**src/bsa_pkg.sv**
```systemverilog
// Shared types, codes and helper functions of the bucket slot allocator.
`default_nettype none

package bsa_pkg;

   localparam int SLOT_W   = 6;
   localparam int SLOTS    = 64;
   localparam int BUCKET_W = 6;

   typedef logic [SLOTS-1:0]  mask_type;
   typedef logic [SLOT_W-1:0] slot_type;

   localparam mask_type FULL_MASK = 64'hFFFF_FFFF_FFFF_FFFF;
   localparam mask_type MASK_ONE  = 64'h0000_0000_0000_0001;

   typedef enum logic {
      FUNC_ALLOC = 1'b0,
      FUNC_FREE  = 1'b1
   } func_type;

   typedef enum logic {
      STATUS_DONE = 1'b0,
      STATUS_FAIL = 1'b1
   } status_type;

   // Encode a one-hot (or zero) mask into the index of its set bit.
   function automatic slot_type onehot_index(input mask_type onehot);
      slot_type idx;
      idx = '0;
      for (int i = 0; i < SLOTS; i++) begin
         if (onehot[i]) begin
            idx = idx | slot_type'(i);
         end
      end
      return idx;
   endfunction

   // Isolate the lowest clear bit of a mask as a one-hot word.
   function automatic mask_type lowest_clear(input mask_type mask);
      mask_type inv;
      inv = ~mask;
      return inv & (~inv + MASK_ONE);
   endfunction

endpackage

`default_nettype wire

```
**src/bucket_slot_allocator.sv**
```systemverilog
// Top level of the bucket slot allocator: state machine, mask and stack memories.
// Steps: a free, a fresh-bucket allocate or a failed allocate goes from ST_IDLE to ST_UPDATE,
//   which loads the result register; a pop from the open-bucket stack passes through ST_POP
//   first, as the stack read must return before the bucket's mask can be read.
// No new transaction is taken until ST_UPDATE loads its result (one read-modify-write
//   pass); a result waiting on rsp_ready holds the update step and so the next acceptance.
// Reset clears the state, the stack depth, the opened-bucket count and the result valid flag only.
`default_nettype none

module bucket_slot_allocator
   import bsa_pkg::*;
#(
   parameter int BUCKETS = 64
) (
   input  wire logic                clock,
   input  wire logic                reset,

   input  wire logic                req_valid,
   output logic                     req_ready,
   input  wire logic                req_func,
   input  wire logic [BUCKET_W-1:0] req_free_bucket,
   input  wire logic [SLOT_W-1:0]   req_free_slot,

   output logic                     rsp_valid,
   input  wire logic                rsp_ready,
   output logic                     rsp_status,
   output logic [BUCKET_W-1:0]      rsp_given_bucket,
   output logic [SLOT_W-1:0]        rsp_given_slot
);

   // Bucket number width, count width (holds BUCKETS itself), and compare widths.
   localparam int BW   = (BUCKETS > 1) ? $clog2(BUCKETS) : 1;
   localparam int CW   = $clog2(BUCKETS + 1);
   localparam int XW   = (BW > BUCKET_W) ? BW : BUCKET_W;
   localparam int CMPW = (CW > BUCKET_W) ? CW : BUCKET_W;

   localparam logic [CW-1:0] BUCKET_LIMIT = CW'(BUCKETS);

   typedef enum logic [1:0] {
      ST_IDLE,    // ready for a transaction
      ST_POP,     // stack top is arriving from the stack memory
      ST_UPDATE   // mask is arriving; modify, write back, deliver result
   } state_type;

   // Control registers.
   state_type         state_ff, state_in;
   logic [CW-1:0]     count_ff, count_in;   // depth of the open-bucket stack
   logic [CW-1:0]     used_ff, used_in;     // buckets opened so far
   logic              rsp_valid_ff, rsp_valid_in;

   // Per-transaction context.
   func_type          func_ff, func_in;
   logic              skip_ff, skip_in;     // failed allocate or ignored free
   logic              fresh_ff, fresh_in;   // bucket just opened, mask taken as clear
   logic [BW-1:0]     bucket_ff, bucket_in;
   slot_type          slot_ff, slot_in;

   // Result register.
   status_type        rsp_status_ff, rsp_status_in;
   logic [BUCKET_W-1:0] rsp_bucket_ff, rsp_bucket_in;
   slot_type          rsp_slot_ff, rsp_slot_in;

   // Memories and their ports.
   mask_type          mask_mem [BUCKETS];
   logic [BW-1:0]     stack_mem [BUCKETS];
   mask_type          mask_rd_ff;
   logic [BW-1:0]     stk_rd_ff;

   logic              mask_re, mask_we;
   logic [BW-1:0]     mask_raddr, mask_waddr;
   mask_type          mask_wdata;
   logic              stk_re, stk_we;
   logic [BW-1:0]     stk_raddr, stk_waddr;
   logic [BW-1:0]     stk_wdata;

   // Datapath helpers.
   logic [XW-1:0]     fb_wide;
   logic [BW-1:0]     fb_addr;
   logic              fb_open;
   logic [CW-1:0]     count_dec;
   mask_type          cur_mask;
   mask_type          low_bit;
   mask_type          set_mask;
   mask_type          clr_mask;
   logic              cur_full;
   logic              room;
   logic              rsp_go;
   logic [XW-1:0]     bucket_wide;

   assign fb_wide     = XW'(req_free_bucket);
   assign fb_addr     = fb_wide[BW-1:0];
   // Only opened buckets may be freed; anything else is dropped silently.
   assign fb_open     = CMPW'(req_free_bucket) < CMPW'(used_ff);
   assign count_dec   = count_ff - CW'(1);

   // A freshly opened bucket starts empty, whatever its memory word holds.
   assign cur_mask    = fresh_ff ? '0 : mask_rd_ff;
   assign cur_full    = (cur_mask == FULL_MASK);
   assign low_bit     = lowest_clear(cur_mask);
   assign set_mask    = cur_mask | low_bit;
   assign clr_mask    = cur_mask & ~(MASK_ONE << slot_ff);
   assign room        = (count_ff < BUCKET_LIMIT);
   assign bucket_wide = XW'(bucket_ff);

   // A new result may load once the previous one is gone or leaving.
   assign rsp_go      = !rsp_valid_ff || rsp_ready;

   always_comb begin
      state_in      = state_ff;
      count_in      = count_ff;
      used_in       = used_ff;
      rsp_valid_in  = rsp_valid_ff && !rsp_ready;
      func_in       = func_ff;
      skip_in       = skip_ff;
      fresh_in      = fresh_ff;
      bucket_in     = bucket_ff;
      slot_in       = slot_ff;
      rsp_status_in = rsp_status_ff;
      rsp_bucket_in = rsp_bucket_ff;
      rsp_slot_in   = rsp_slot_ff;

      mask_re    = 1'b0;
      mask_raddr = fb_addr;
      mask_we    = 1'b0;
      mask_waddr = bucket_ff;
      mask_wdata = set_mask;
      stk_re     = 1'b0;
      stk_raddr  = count_dec[BW-1:0];
      stk_we     = 1'b0;
      stk_waddr  = count_ff[BW-1:0];
      stk_wdata  = bucket_ff;

      case (state_ff)
         ST_IDLE: begin
            if (req_valid) begin
               func_in  = func_type'(req_func);
               slot_in  = req_free_slot;
               fresh_in = 1'b0;
               skip_in  = 1'b0;
               if (func_type'(req_func) == FUNC_ALLOC) begin
                  if (count_ff != '0) begin
                     // Pop: fetch the top entry, then its mask next cycle.
                     stk_re   = 1'b1;
                     count_in = count_dec;
                     state_in = ST_POP;
                  end else if (used_ff < BUCKET_LIMIT) begin
                     // Open the next fresh bucket.
                     bucket_in = used_ff[BW-1:0];
                     used_in   = used_ff + CW'(1);
                     fresh_in  = 1'b1;
                     state_in  = ST_UPDATE;
                  end else begin
                     // All buckets opened and none has room.
                     skip_in  = 1'b1;
                     state_in = ST_UPDATE;
                  end
               end else begin
                  if (fb_open) begin
                     mask_re   = 1'b1;
                     bucket_in = fb_addr;
                  end else begin
                     skip_in = 1'b1;
                  end
                  state_in = ST_UPDATE;
               end
            end
         end

         ST_POP: begin
            bucket_in = stk_rd_ff;
            if (CW'(stk_rd_ff) >= BUCKET_LIMIT) begin
               skip_in = 1'b1;
            end else begin
               mask_re    = 1'b1;
               mask_raddr = stk_rd_ff;
            end
            state_in = ST_UPDATE;
         end

         ST_UPDATE: begin
            // Hold everything, memories included, while the old result waits.
            if (rsp_go) begin
               state_in      = ST_IDLE;
               rsp_valid_in  = 1'b1;
               rsp_status_in = STATUS_DONE;
               rsp_bucket_in = '0;
               rsp_slot_in   = '0;
               if (func_ff == FUNC_ALLOC) begin
                  if (skip_ff || cur_full) begin
                     rsp_status_in = STATUS_FAIL;
                  end else begin
                     mask_we       = 1'b1;
                     mask_wdata    = set_mask;
                     rsp_bucket_in = bucket_wide[BUCKET_W-1:0];
                     rsp_slot_in   = onehot_index(low_bit);
                     // Push back unless the bucket just filled up.
                     if (set_mask != FULL_MASK && room) begin
                        stk_we   = 1'b1;
                        count_in = count_ff + CW'(1);
                     end
                  end
               end else if (!skip_ff) begin
                  mask_we    = 1'b1;
                  mask_wdata = clr_mask;
                  // A full bucket regains room: put it back on the stack.
                  if (cur_full && room) begin
                     stk_we   = 1'b1;
                     count_in = count_ff + CW'(1);
                  end
               end
            end
         end

         default: begin
            state_in = ST_IDLE;
         end
      endcase
   end

   always_ff @(posedge clock) begin
      if (reset) begin
         state_ff     <= ST_IDLE;
         count_ff     <= '0;
         used_ff      <= '0;
         rsp_valid_ff <= 1'b0;
      end else begin
         state_ff     <= state_in;
         count_ff     <= count_in;
         used_ff      <= used_in;
         rsp_valid_ff <= rsp_valid_in;
      end
      func_ff       <= func_in;
      skip_ff       <= skip_in;
      fresh_ff      <= fresh_in;
      bucket_ff     <= bucket_in;
      slot_ff       <= slot_in;
      rsp_status_ff <= rsp_status_in;
      rsp_bucket_ff <= rsp_bucket_in;
      rsp_slot_ff   <= rsp_slot_in;
   end

   // Occupancy masks: one write port, one registered read port.
   always_ff @(posedge clock) begin
      if (mask_we) begin
         mask_mem[mask_waddr] <= mask_wdata;
      end
      if (mask_re) begin
         mask_rd_ff <= mask_mem[mask_raddr];
      end
   end

   // Open-bucket stack: one write port, one registered read port.
   always_ff @(posedge clock) begin
      if (stk_we) begin
         stack_mem[stk_waddr] <= stk_wdata;
      end
      if (stk_re) begin
         stk_rd_ff <= stack_mem[stk_raddr];
      end
   end

   assign req_ready        = (state_ff == ST_IDLE);
   assign rsp_valid        = rsp_valid_ff;
   assign rsp_status       = rsp_status_ff;
   assign rsp_given_bucket = rsp_bucket_ff;
   assign rsp_given_slot   = rsp_slot_ff;

   // Each opened bucket sits on the stack at most once.
   a_count_le_used: assert property (@(posedge clock) disable iff (reset)
      count_ff <= used_ff)
      else $error("open stack deeper than the number of opened buckets");

   a_used_le_limit: assert property (@(posedge clock) disable iff (reset)
      used_ff <= BUCKET_LIMIT)
      else $error("more buckets opened than exist");

   a_used_monotonic: assert property (@(posedge clock) disable iff (reset)
      1'b1 |=> used_ff >= $past(used_ff))
      else $error("opened bucket count went down");

   a_result_from_update: assert property (@(posedge clock) disable iff (reset)
      $rose(rsp_valid_ff) |-> $past(state_ff == ST_UPDATE))
      else $error("result loaded outside the update step");

   a_fail_zero_handle: assert property (@(posedge clock) disable iff (reset)
      rsp_valid_ff && rsp_status_ff == STATUS_FAIL |->
         rsp_bucket_ff == '0 && rsp_slot_ff == '0)
      else $error("failed allocate carries a handle");

endmodule

`default_nettype wire

```
**config.mk**
```make
export PLATFORM = sky130hd
export DESIGN_NAME = bucket_slot_allocator
export DESIGN_NICKNAME = d
export VERILOG_FILES = /design/src/bsa_pkg.sv /design/src/bucket_slot_allocator.sv
export SDC_FILE = /design/constraint.sdc
export NUM_CORES = 2
export LEC_CHECK = 0
export BUFFER_PORTS_ARGS = -buffer_cell sky130_fd_sc_hd__buf_4
export CAP_MARGIN = 40
export CORE_MARGIN = 3
export CORE_UTILIZATION = 36
export CTS_CLUSTER_SIZE = 14
export DETAILED_ROUTE_END_ITERATION = 7
export SLEW_MARGIN = 30
export SYNTH_ARGS = -nofsm -noshare
export SYNTH_HDL_FRONTEND = slang
export SYNTH_MEMORY_MAX_BITS = 65536
export SYNTH_SLANG_ARGS = --single-unit
```
**constraint.sdc**
```tcl
create_clock -name clock -period 7.6 [get_ports clock]
set_input_delay 1.14 -clock clock [delete_from_list [all_inputs] [get_ports clock]]
set_output_delay 1.14 -clock clock [all_outputs]
set_load 0.02 [all_outputs]
```
Word level (Yosys, flattened, before mapping)

Memory sizes are Yosys's and may differ from the RTL's. A register that Yosys moved wholly into a read port is not among the register bits.
Index checks and enable logic that the tools add are counted.

Register bits after elaboration: 45
Bits in latches: 0
Memory bits (writable): 4,480
ROM bits: 0
Output and inout bits: 15
Word-level logic and storage cells: 608
Memories: 2

Add/sub/neg operators: 4
Multipliers: 0
Div/mod/pow operators: 0
$lt $le $gt $ge: 3
Eq/ne operators: 17
Shift-type cells: 1
Muxes and demuxes: 546
Bitwise logic cells: 6
Reductions and logical operators: 17

Memory list:

| name      | depth | width | read ports | clocked after Yosys merged registers in | write ports | RTL line                    | source |
|---|---|---|---|---|---|---|---|
| mask_mem  | 64    | 64    | 1          | 1                                       | 1           | bucket_slot_allocator.sv:64 | `mask_type mask_mem [BUCKETS];` |
| stack_mem | 64    | 6     | 1          | 1                                       | 1           | bucket_slot_allocator.sv:65 | `logic [BW-1:0] stack_mem [BUCKETS];` |

Operators by type and width:

| cell                    | count |
|---|---|
| $mux W6                 | 328 |
| $mux W64                | 14 |
| $mux W7                 | 46 |
| $not A64 Y64            | 3 |
| $and A64 B64 Y64        | 2 |
| $mux W1                 | 109 |
| $mux W5                 | 16 |
| $add A64 B1 Y64 const B | 1 |
| $eq A64 B64 Y1 const B  | 1 |
| $ne A64 B64 Y1 const B  | 1 |
| $or A64 B64 Y64         | 1 |
| $shl A1 B6 Y64 const A  | 1 |
| $mux W2                 | 17 |
| $mux W4                 | 8 |
| $ne A3 B3 Y1 const B    | 5 |
| $add A7 B1 Y7 const B   | 2 |
| $lt A7 B7 Y1 const B    | 2 |
| $pmux W7 S2             | 1 |
| $mux W3                 | 4 |
| $pmux W6 S2             | 1 |
| $reduce_and A5 Y1       | 2 |
| $reduce_and A9 Y1       | 1 |
| $ne A2 B2 Y1 const B    | 4 |
| $lt A6 B7 Y1            | 1 |
| 15 further kinds        | 23 |

Logic depth before layout (Yosys ltp)

Depth after elaboration: 331
Mapped depth: 15

Least setup slack after synthesis

No wires, ideal clock.

Kind: input port to flip-flop
Start point: in rsp_ready
End point: mem mask_mem[31][0] in the netlist's numbering, enable pin
Setup time: 0.487 ns
Data arrival time: 5.609 ns
Slack: 1.505 ns
Stages: 8
Buffers on the path: 1
Path through: nand2b_1 -> and2_1 -> clkbuf_1 -> inv_1 -> a311o_1 -> nor2b_1 -> nand3_1 -> nor2_1

Word-level cells in the longest chain between the ends: 6

RTL lines:

| element                       | RTL line                     | source |
|---|---|---|
| from (decl)                   | bucket_slot_allocator.sv:25  | `input wire logic rsp_ready,` |
| $logic_or A1 B1 Y1            | bucket_slot_allocator.sv:106 | `assign rsp_go = !rsp_valid_ff \|\| rsp_ready;` |
| $mux W1                       | bucket_slot_allocator.sv:182 | `if (rsp_go) begin` |
| $mux W1 (2 in a row)          | bucket_slot_allocator.sv:133 | `case (state_ff)` |
| $mux W1                       | bucket_slot_allocator.sv:244 | `if (mask_we) begin` |
| $mux W1 (implied by the code) | bucket_slot_allocator.sv:245 | `mask_mem[mask_waddr] <= mask_wdata;` |
| to (decl)                     | bucket_slot_allocator.sv:64  |  |

Every way passes these cells. The select of a mux whose other input is x is not followed.

Final worst setup path

Start point: reg fresh_ff
End point: mem stack_mem[33][0] in the netlist's numbering, enable pin

Word-level cells in the longest chain between the ends: 25
Elaborated cells between the ends (all ways): 37
Classes of those cells: add/sub (1); eq/ne (2); mux (27); bitwise (4); reduce/logical (3)

RTL lines:

| element                         | RTL line                     | source |
|---|---|---|
| from (decl)                     | bucket_slot_allocator.sv:54  | `logic fresh_ff, fresh_in;` |
| from (signal assigned)          | bucket_slot_allocator.sv:234 | `fresh_ff <= fresh_in;` |
| $mux W64 *                      | bucket_slot_allocator.sv:97  | `assign cur_mask = fresh_ff ? '0 : mask_rd_ff;` |
| $not A64 Y64                    | bsa_pkg.sv:41                | `inv = ~mask;` |
| $not A64 Y64                    | bsa_pkg.sv:42                | `return inv & (~inv + MASK_ONE);` |
| $add A64 B1 Y64                 | bsa_pkg.sv:42                |  |
| $and A64 B64 Y64                | bsa_pkg.sv:42                |  |
| $or A64 B64 Y64                 | bucket_slot_allocator.sv:100 | `assign set_mask = cur_mask \| low_bit;` |
| $ne A64 B64 Y1                  | bucket_slot_allocator.sv:197 | `if (set_mask != FULL_MASK && room) begin` |
| $logic_and A1 B1 Y1             | bucket_slot_allocator.sv:197 |  |
| (+8 left out)                   | -                            |  |
| $mux W1                         | bucket_slot_allocator.sv:133 |  |
| $mux W1 *                       | bucket_slot_allocator.sv:188 | `if (func_ff == FUNC_ALLOC) begin` |
| $mux W1 *                       | bucket_slot_allocator.sv:182 |  |
| $mux W1 *                       | bucket_slot_allocator.sv:133 |  |
| $mux W1 *                       | bucket_slot_allocator.sv:182 |  |
| $mux W1 * (2 in a row)          | bucket_slot_allocator.sv:133 |  |
| $mux W1 *                       | bucket_slot_allocator.sv:254 | `if (stk_we) begin` |
| $mux W1 (implied by the code) * | bucket_slot_allocator.sv:255 | `stack_mem[stk_waddr] <= stk_wdata;` |
| to (decl)                       | bucket_slot_allocator.sv:65  |  |

Every way passes the cells marked *; elsewhere a longest branch is shown, timed or not. The select of a mux whose other input is x is not followed.

==> impl_metrics.json <==
{
  "outcome": "completed",
  "min_period_ns": 6.12,
  "ios": 32,
  "p_seq_share_pct": 48.8,
  "regArea_sq_um": 138000,
  "ys_seq_elements": 4595,
  "p_leak_nw": 62.9,
  "route.vias.total": 92900,
  "finalSetupViolCount": 0,
  "fp.dieW_um": 713,
  "swShare_pct": 27.6,
  "synth-edff-count": 4578,
  "period_share_pct": 80.5,
  "drv_slew": 0,
  "synth_common_cells": "edfxtp_1 (4578), mux4_2 (1150), nand2_1 (628)",
  "yosys.area_share.xor_xnor_pct": 0.0438,
  "fin_worst_hold_slack_ns": 0.343,
  "synth_warnings": 0,
  "io_buffers": 31,
  "routed_wl_mm": 521,
  "critPathKind": "flip-flop to flip-flop",
  "nets": 9165,
  "drive_above_1_share_pct": 25.2,
  "synth_top_area_cell": "edfxtp_1",
  "switching_power_w": 0.0173,
  "synthMuxAreaShare_pct": 14.5,
  "yosys.area_share.simple_pct": 4.09,
  "root_buffer": "clkbuf_16",
  "p_int_w": 0.0455,
  "area_growth_pct": 14.7,
  "fillers": 43300,
  "relSlewSlack_pct": 28.3,
  "synth.area.top_cells": "edfxtp_1 (76%), mux4_2 (14%), a211oi_1 (1.3%), nand2_1 (1.3%), and2_1 (0.94%)",
  "grt_pass1_wl_mm": 733,
  "end_kind": "flip-flop",
  "synth.avg_cell_area_sq_um": 20.5,
  "rsz0062_at_grt": "false",
  "design.core.area_sq_um": 498000,
  "drv_cap": 0,
  "grtUsageTotal_pct": 20.1,
  "fin_tns_setup_ns": 0,
  "syn_inst": 8771,
  "dieArea_sq_um": 509000,
  "crit_path_start_kind": "flip-flop",
  "yosys.area_share.adder_pct": 0.0612,
  "ys_types": 78,
  "synthFlopType": "edfxtp_1",
  "grt_pass1_vias": 93300,
  "p_total_w": 0.0628,
  "remaining_drc_errors": 0,
  "holdCritPathClass": "input pin to flip-flop",
  "cts_tree": "done",
  "highest_layer": "met5",
  "num_rows": 259,
  "seq_area_frac_synth_pct": 76.5,
  "cp.required_ns": 8.30,
  "postRouteAntennaNets": 0,
  "r2r_cells": 14,
  "antenna_found_initial": 26,
  "gp_congestion": 0.914,
  "initial_core_util_pct": 36.2,
  "post_cts_resized": 0,
  "hold_path_depth": 1,
  "finClkSkew_ns": 0.101,
  "grt_max_degree": 119,
  "synthArstFlopShare_pct": 0,
  "viasPerCell": 5.75,
  "max_clock_freq_mhz": 163,
  "synth_area_sq_um": 180000,
  "detail_route.wl_per_cell_um": 32.2,
  "die_h_um": 713,
  "wl_met1_mm": 216,
  "cts_setup_buffers": 0,
  "yosys.area.top_type_share_pct": 76.4,
  "cp_max_fo": 64,
  "firstDrtPassIters": 8,
  "arrival_ns": 6.82,
  "synth-compound-area-share_pct": 3.56,
  "insertion_delay_ns": 1.04,
  "multi_input_area_sq_um": 41300,
  "syn_nets": 8796,
  "htree_levels": 5,
  "hold_violations": 0,
  "drt_iter0_drc": 11900,
  "powerDensity_nw_per_um2": 304,
  "clock_sinks": 4595,
  "overflow": 0,
  "routed-wl-met3_mm": 41.9,
  "clock_power_share_pct": 33.7,
  "comb_power_share_pct": 17.5,
  "dr_wl_met2_mm": 247,
  "path_clk_slew_ns": 0.06,
  "postCtsHoldBufs": 0,
  "clockBufferDepth": 4,
  "place_hpwl_mm": 301,
  "worst_pin_slew_ns": 1.07,
  "yosysMostFrequentCell": "edfxtp_1",
  "ir_worst_vdd_uv": 212,
  "cts_buffers": 443,
  "synth_top_family_by_area": "multiplexers"
}
[flip-flops by register name (all words and copies together) (netlist names)]
name and count:
state_ff 2, mask_rd_ff 64, used_ff 7, rsp_given_slot 6, fresh_ff 1, bucket_ff 6
mask_mem 4096, rsp_status 1, stk_rd_ff 6, count_ff 7, slot_ff 6, rsp_given_bucket 6
stack_mem 384, func_ff 1, skip_ff 1, rsp_valid 1
[path summary, 6_finish.rpt]
kind / startpoint / endpoint / slack [ns]
max: fresh_ff / stack_mem[33][0] / 1.48
min: req_free_slot[5] / slot_ff[5] / 0.34
max reg2reg: fresh_ff / stack_mem[33][0] / 1.48
min reg2reg: used_ff[5] / used_ff[5] / 0.52
[area by class of cell]
type	instances	share of cell area, %
Clock inverter	258	1.10
Timing Repair Buffer	459	2.44
Antenna cell	8	0.00969
Clock buffer	556	5.63
Inverter	29	0.0527
Tap cell	6655	4.03
Sequential cell	4595	66.7
Multi-Input combinational cell	3612	20.0
[power groups by stage]
stage / Combinational [W] / Clock [W] / Sequential (W)
2_1_floorplan: 0.00611 / 0 / 0.0313
5_1_grt: 0.0116 / 0.0226 / 0.0307
3_3_place_gp: 0.0106 / 0 / 0.0312
6_report: 0.0110 / 0.0212 / 0.0307
3_5_place_dp: 0.0110 / 0 / 0.0312
4_1_cts: 0.0110 / 0.0215 / 0.0307
[routing by layer]
metal / vias to the layer above / track usage [%]
met2: 4321 / 32.1
met1: 50400 / 28.8
li1: 37500 / -
met4: 2 / 5.65
met5: - / 0
met3: 744 / 3.05
[worst max-delay path, stage by stage (launching register included)]
cell and delay [ns]:
edfxtp_1 0.66, buf_12 0.29, nand4b_1 0.31, nor4_1 0.57
and4b_1 0.30, buf_4 0.25, a21oi_1 0.18, or4_1 0.61
nor4_1 0.40, nand4b_1 0.23, or4_1 0.84, a31oi_4 0.31
buf_12 0.36, nor3_1 0.16, clkbuf_2 0.22
[kinds of logic after synthesis]
family	Yosys count
DFF	4595
and+or+nand+nor	1488
muxes	1168
AOI/OAI and AO/OA	938
buffers and inverters	564
xor gates and xnor gates	9
adders and majority gates	9
[per-stage QoR]
step                      cells  area [sq um]  util (%)  setup WS [ns]
after global placement    15300        191000      38.4           1.61
after detailed placement  15300        192000      38.7           1.75
final                     16200        207000      41.5           1.48
after floorplan            8771        180000         -           1.50
after CTS                 16100        206000      41.5           1.70
after global routing      16200        206000      41.5           1.32
[placed cells by master, fill, tap and decap left out, drive strengths merged, types with 8 or more instances in the layout]
| master | synthesis | final |
|---|---|---|
| edfxtp | 4578 | 4578 |
| mux4 | 1150 | 1150 |
| nand2 | 628 | 628 |
| clkbuf | 366 | 565 |
| buf | 169 | 450 |
| a211oi | 322 | 322 |
| and2 | 270 | 270 |
| clkinv | 0 | 208 |
| a21oi | 185 | 185 |
| nor2 | 179 | 179 |
| a31oi | 147 | 147 |
| a311oi | 129 | 129 |
| nor3 | 107 | 107 |
| o21ai | 78 | 78 |
| nand3 | 46 | 46 |
| nor2b | 44 | 44 |
| nor4 | 41 | 41 |
| inv | 29 | 37 |
| nand4 | 36 | 36 |
| nand2b | 26 | 26 |
| bufinv | 0 | 23 |
| clkinvlp | 0 | 19 |
| dfxtp | 17 | 17 |
| or4 | 16 | 16 |
| or3 | 15 | 15 |
| nand3b | 15 | 15 |
| and3 | 14 | 14 |
| and4 | 14 | 14 |
| mux2i | 12 | 12 |
| o21a | 11 | 11 |
| o22ai | 10 | 10 |
| and4b | 9 | 9 |
| diode | 0 | 8 |
| ha | 8 | 8 |
(Power assumes the default switching activity.)
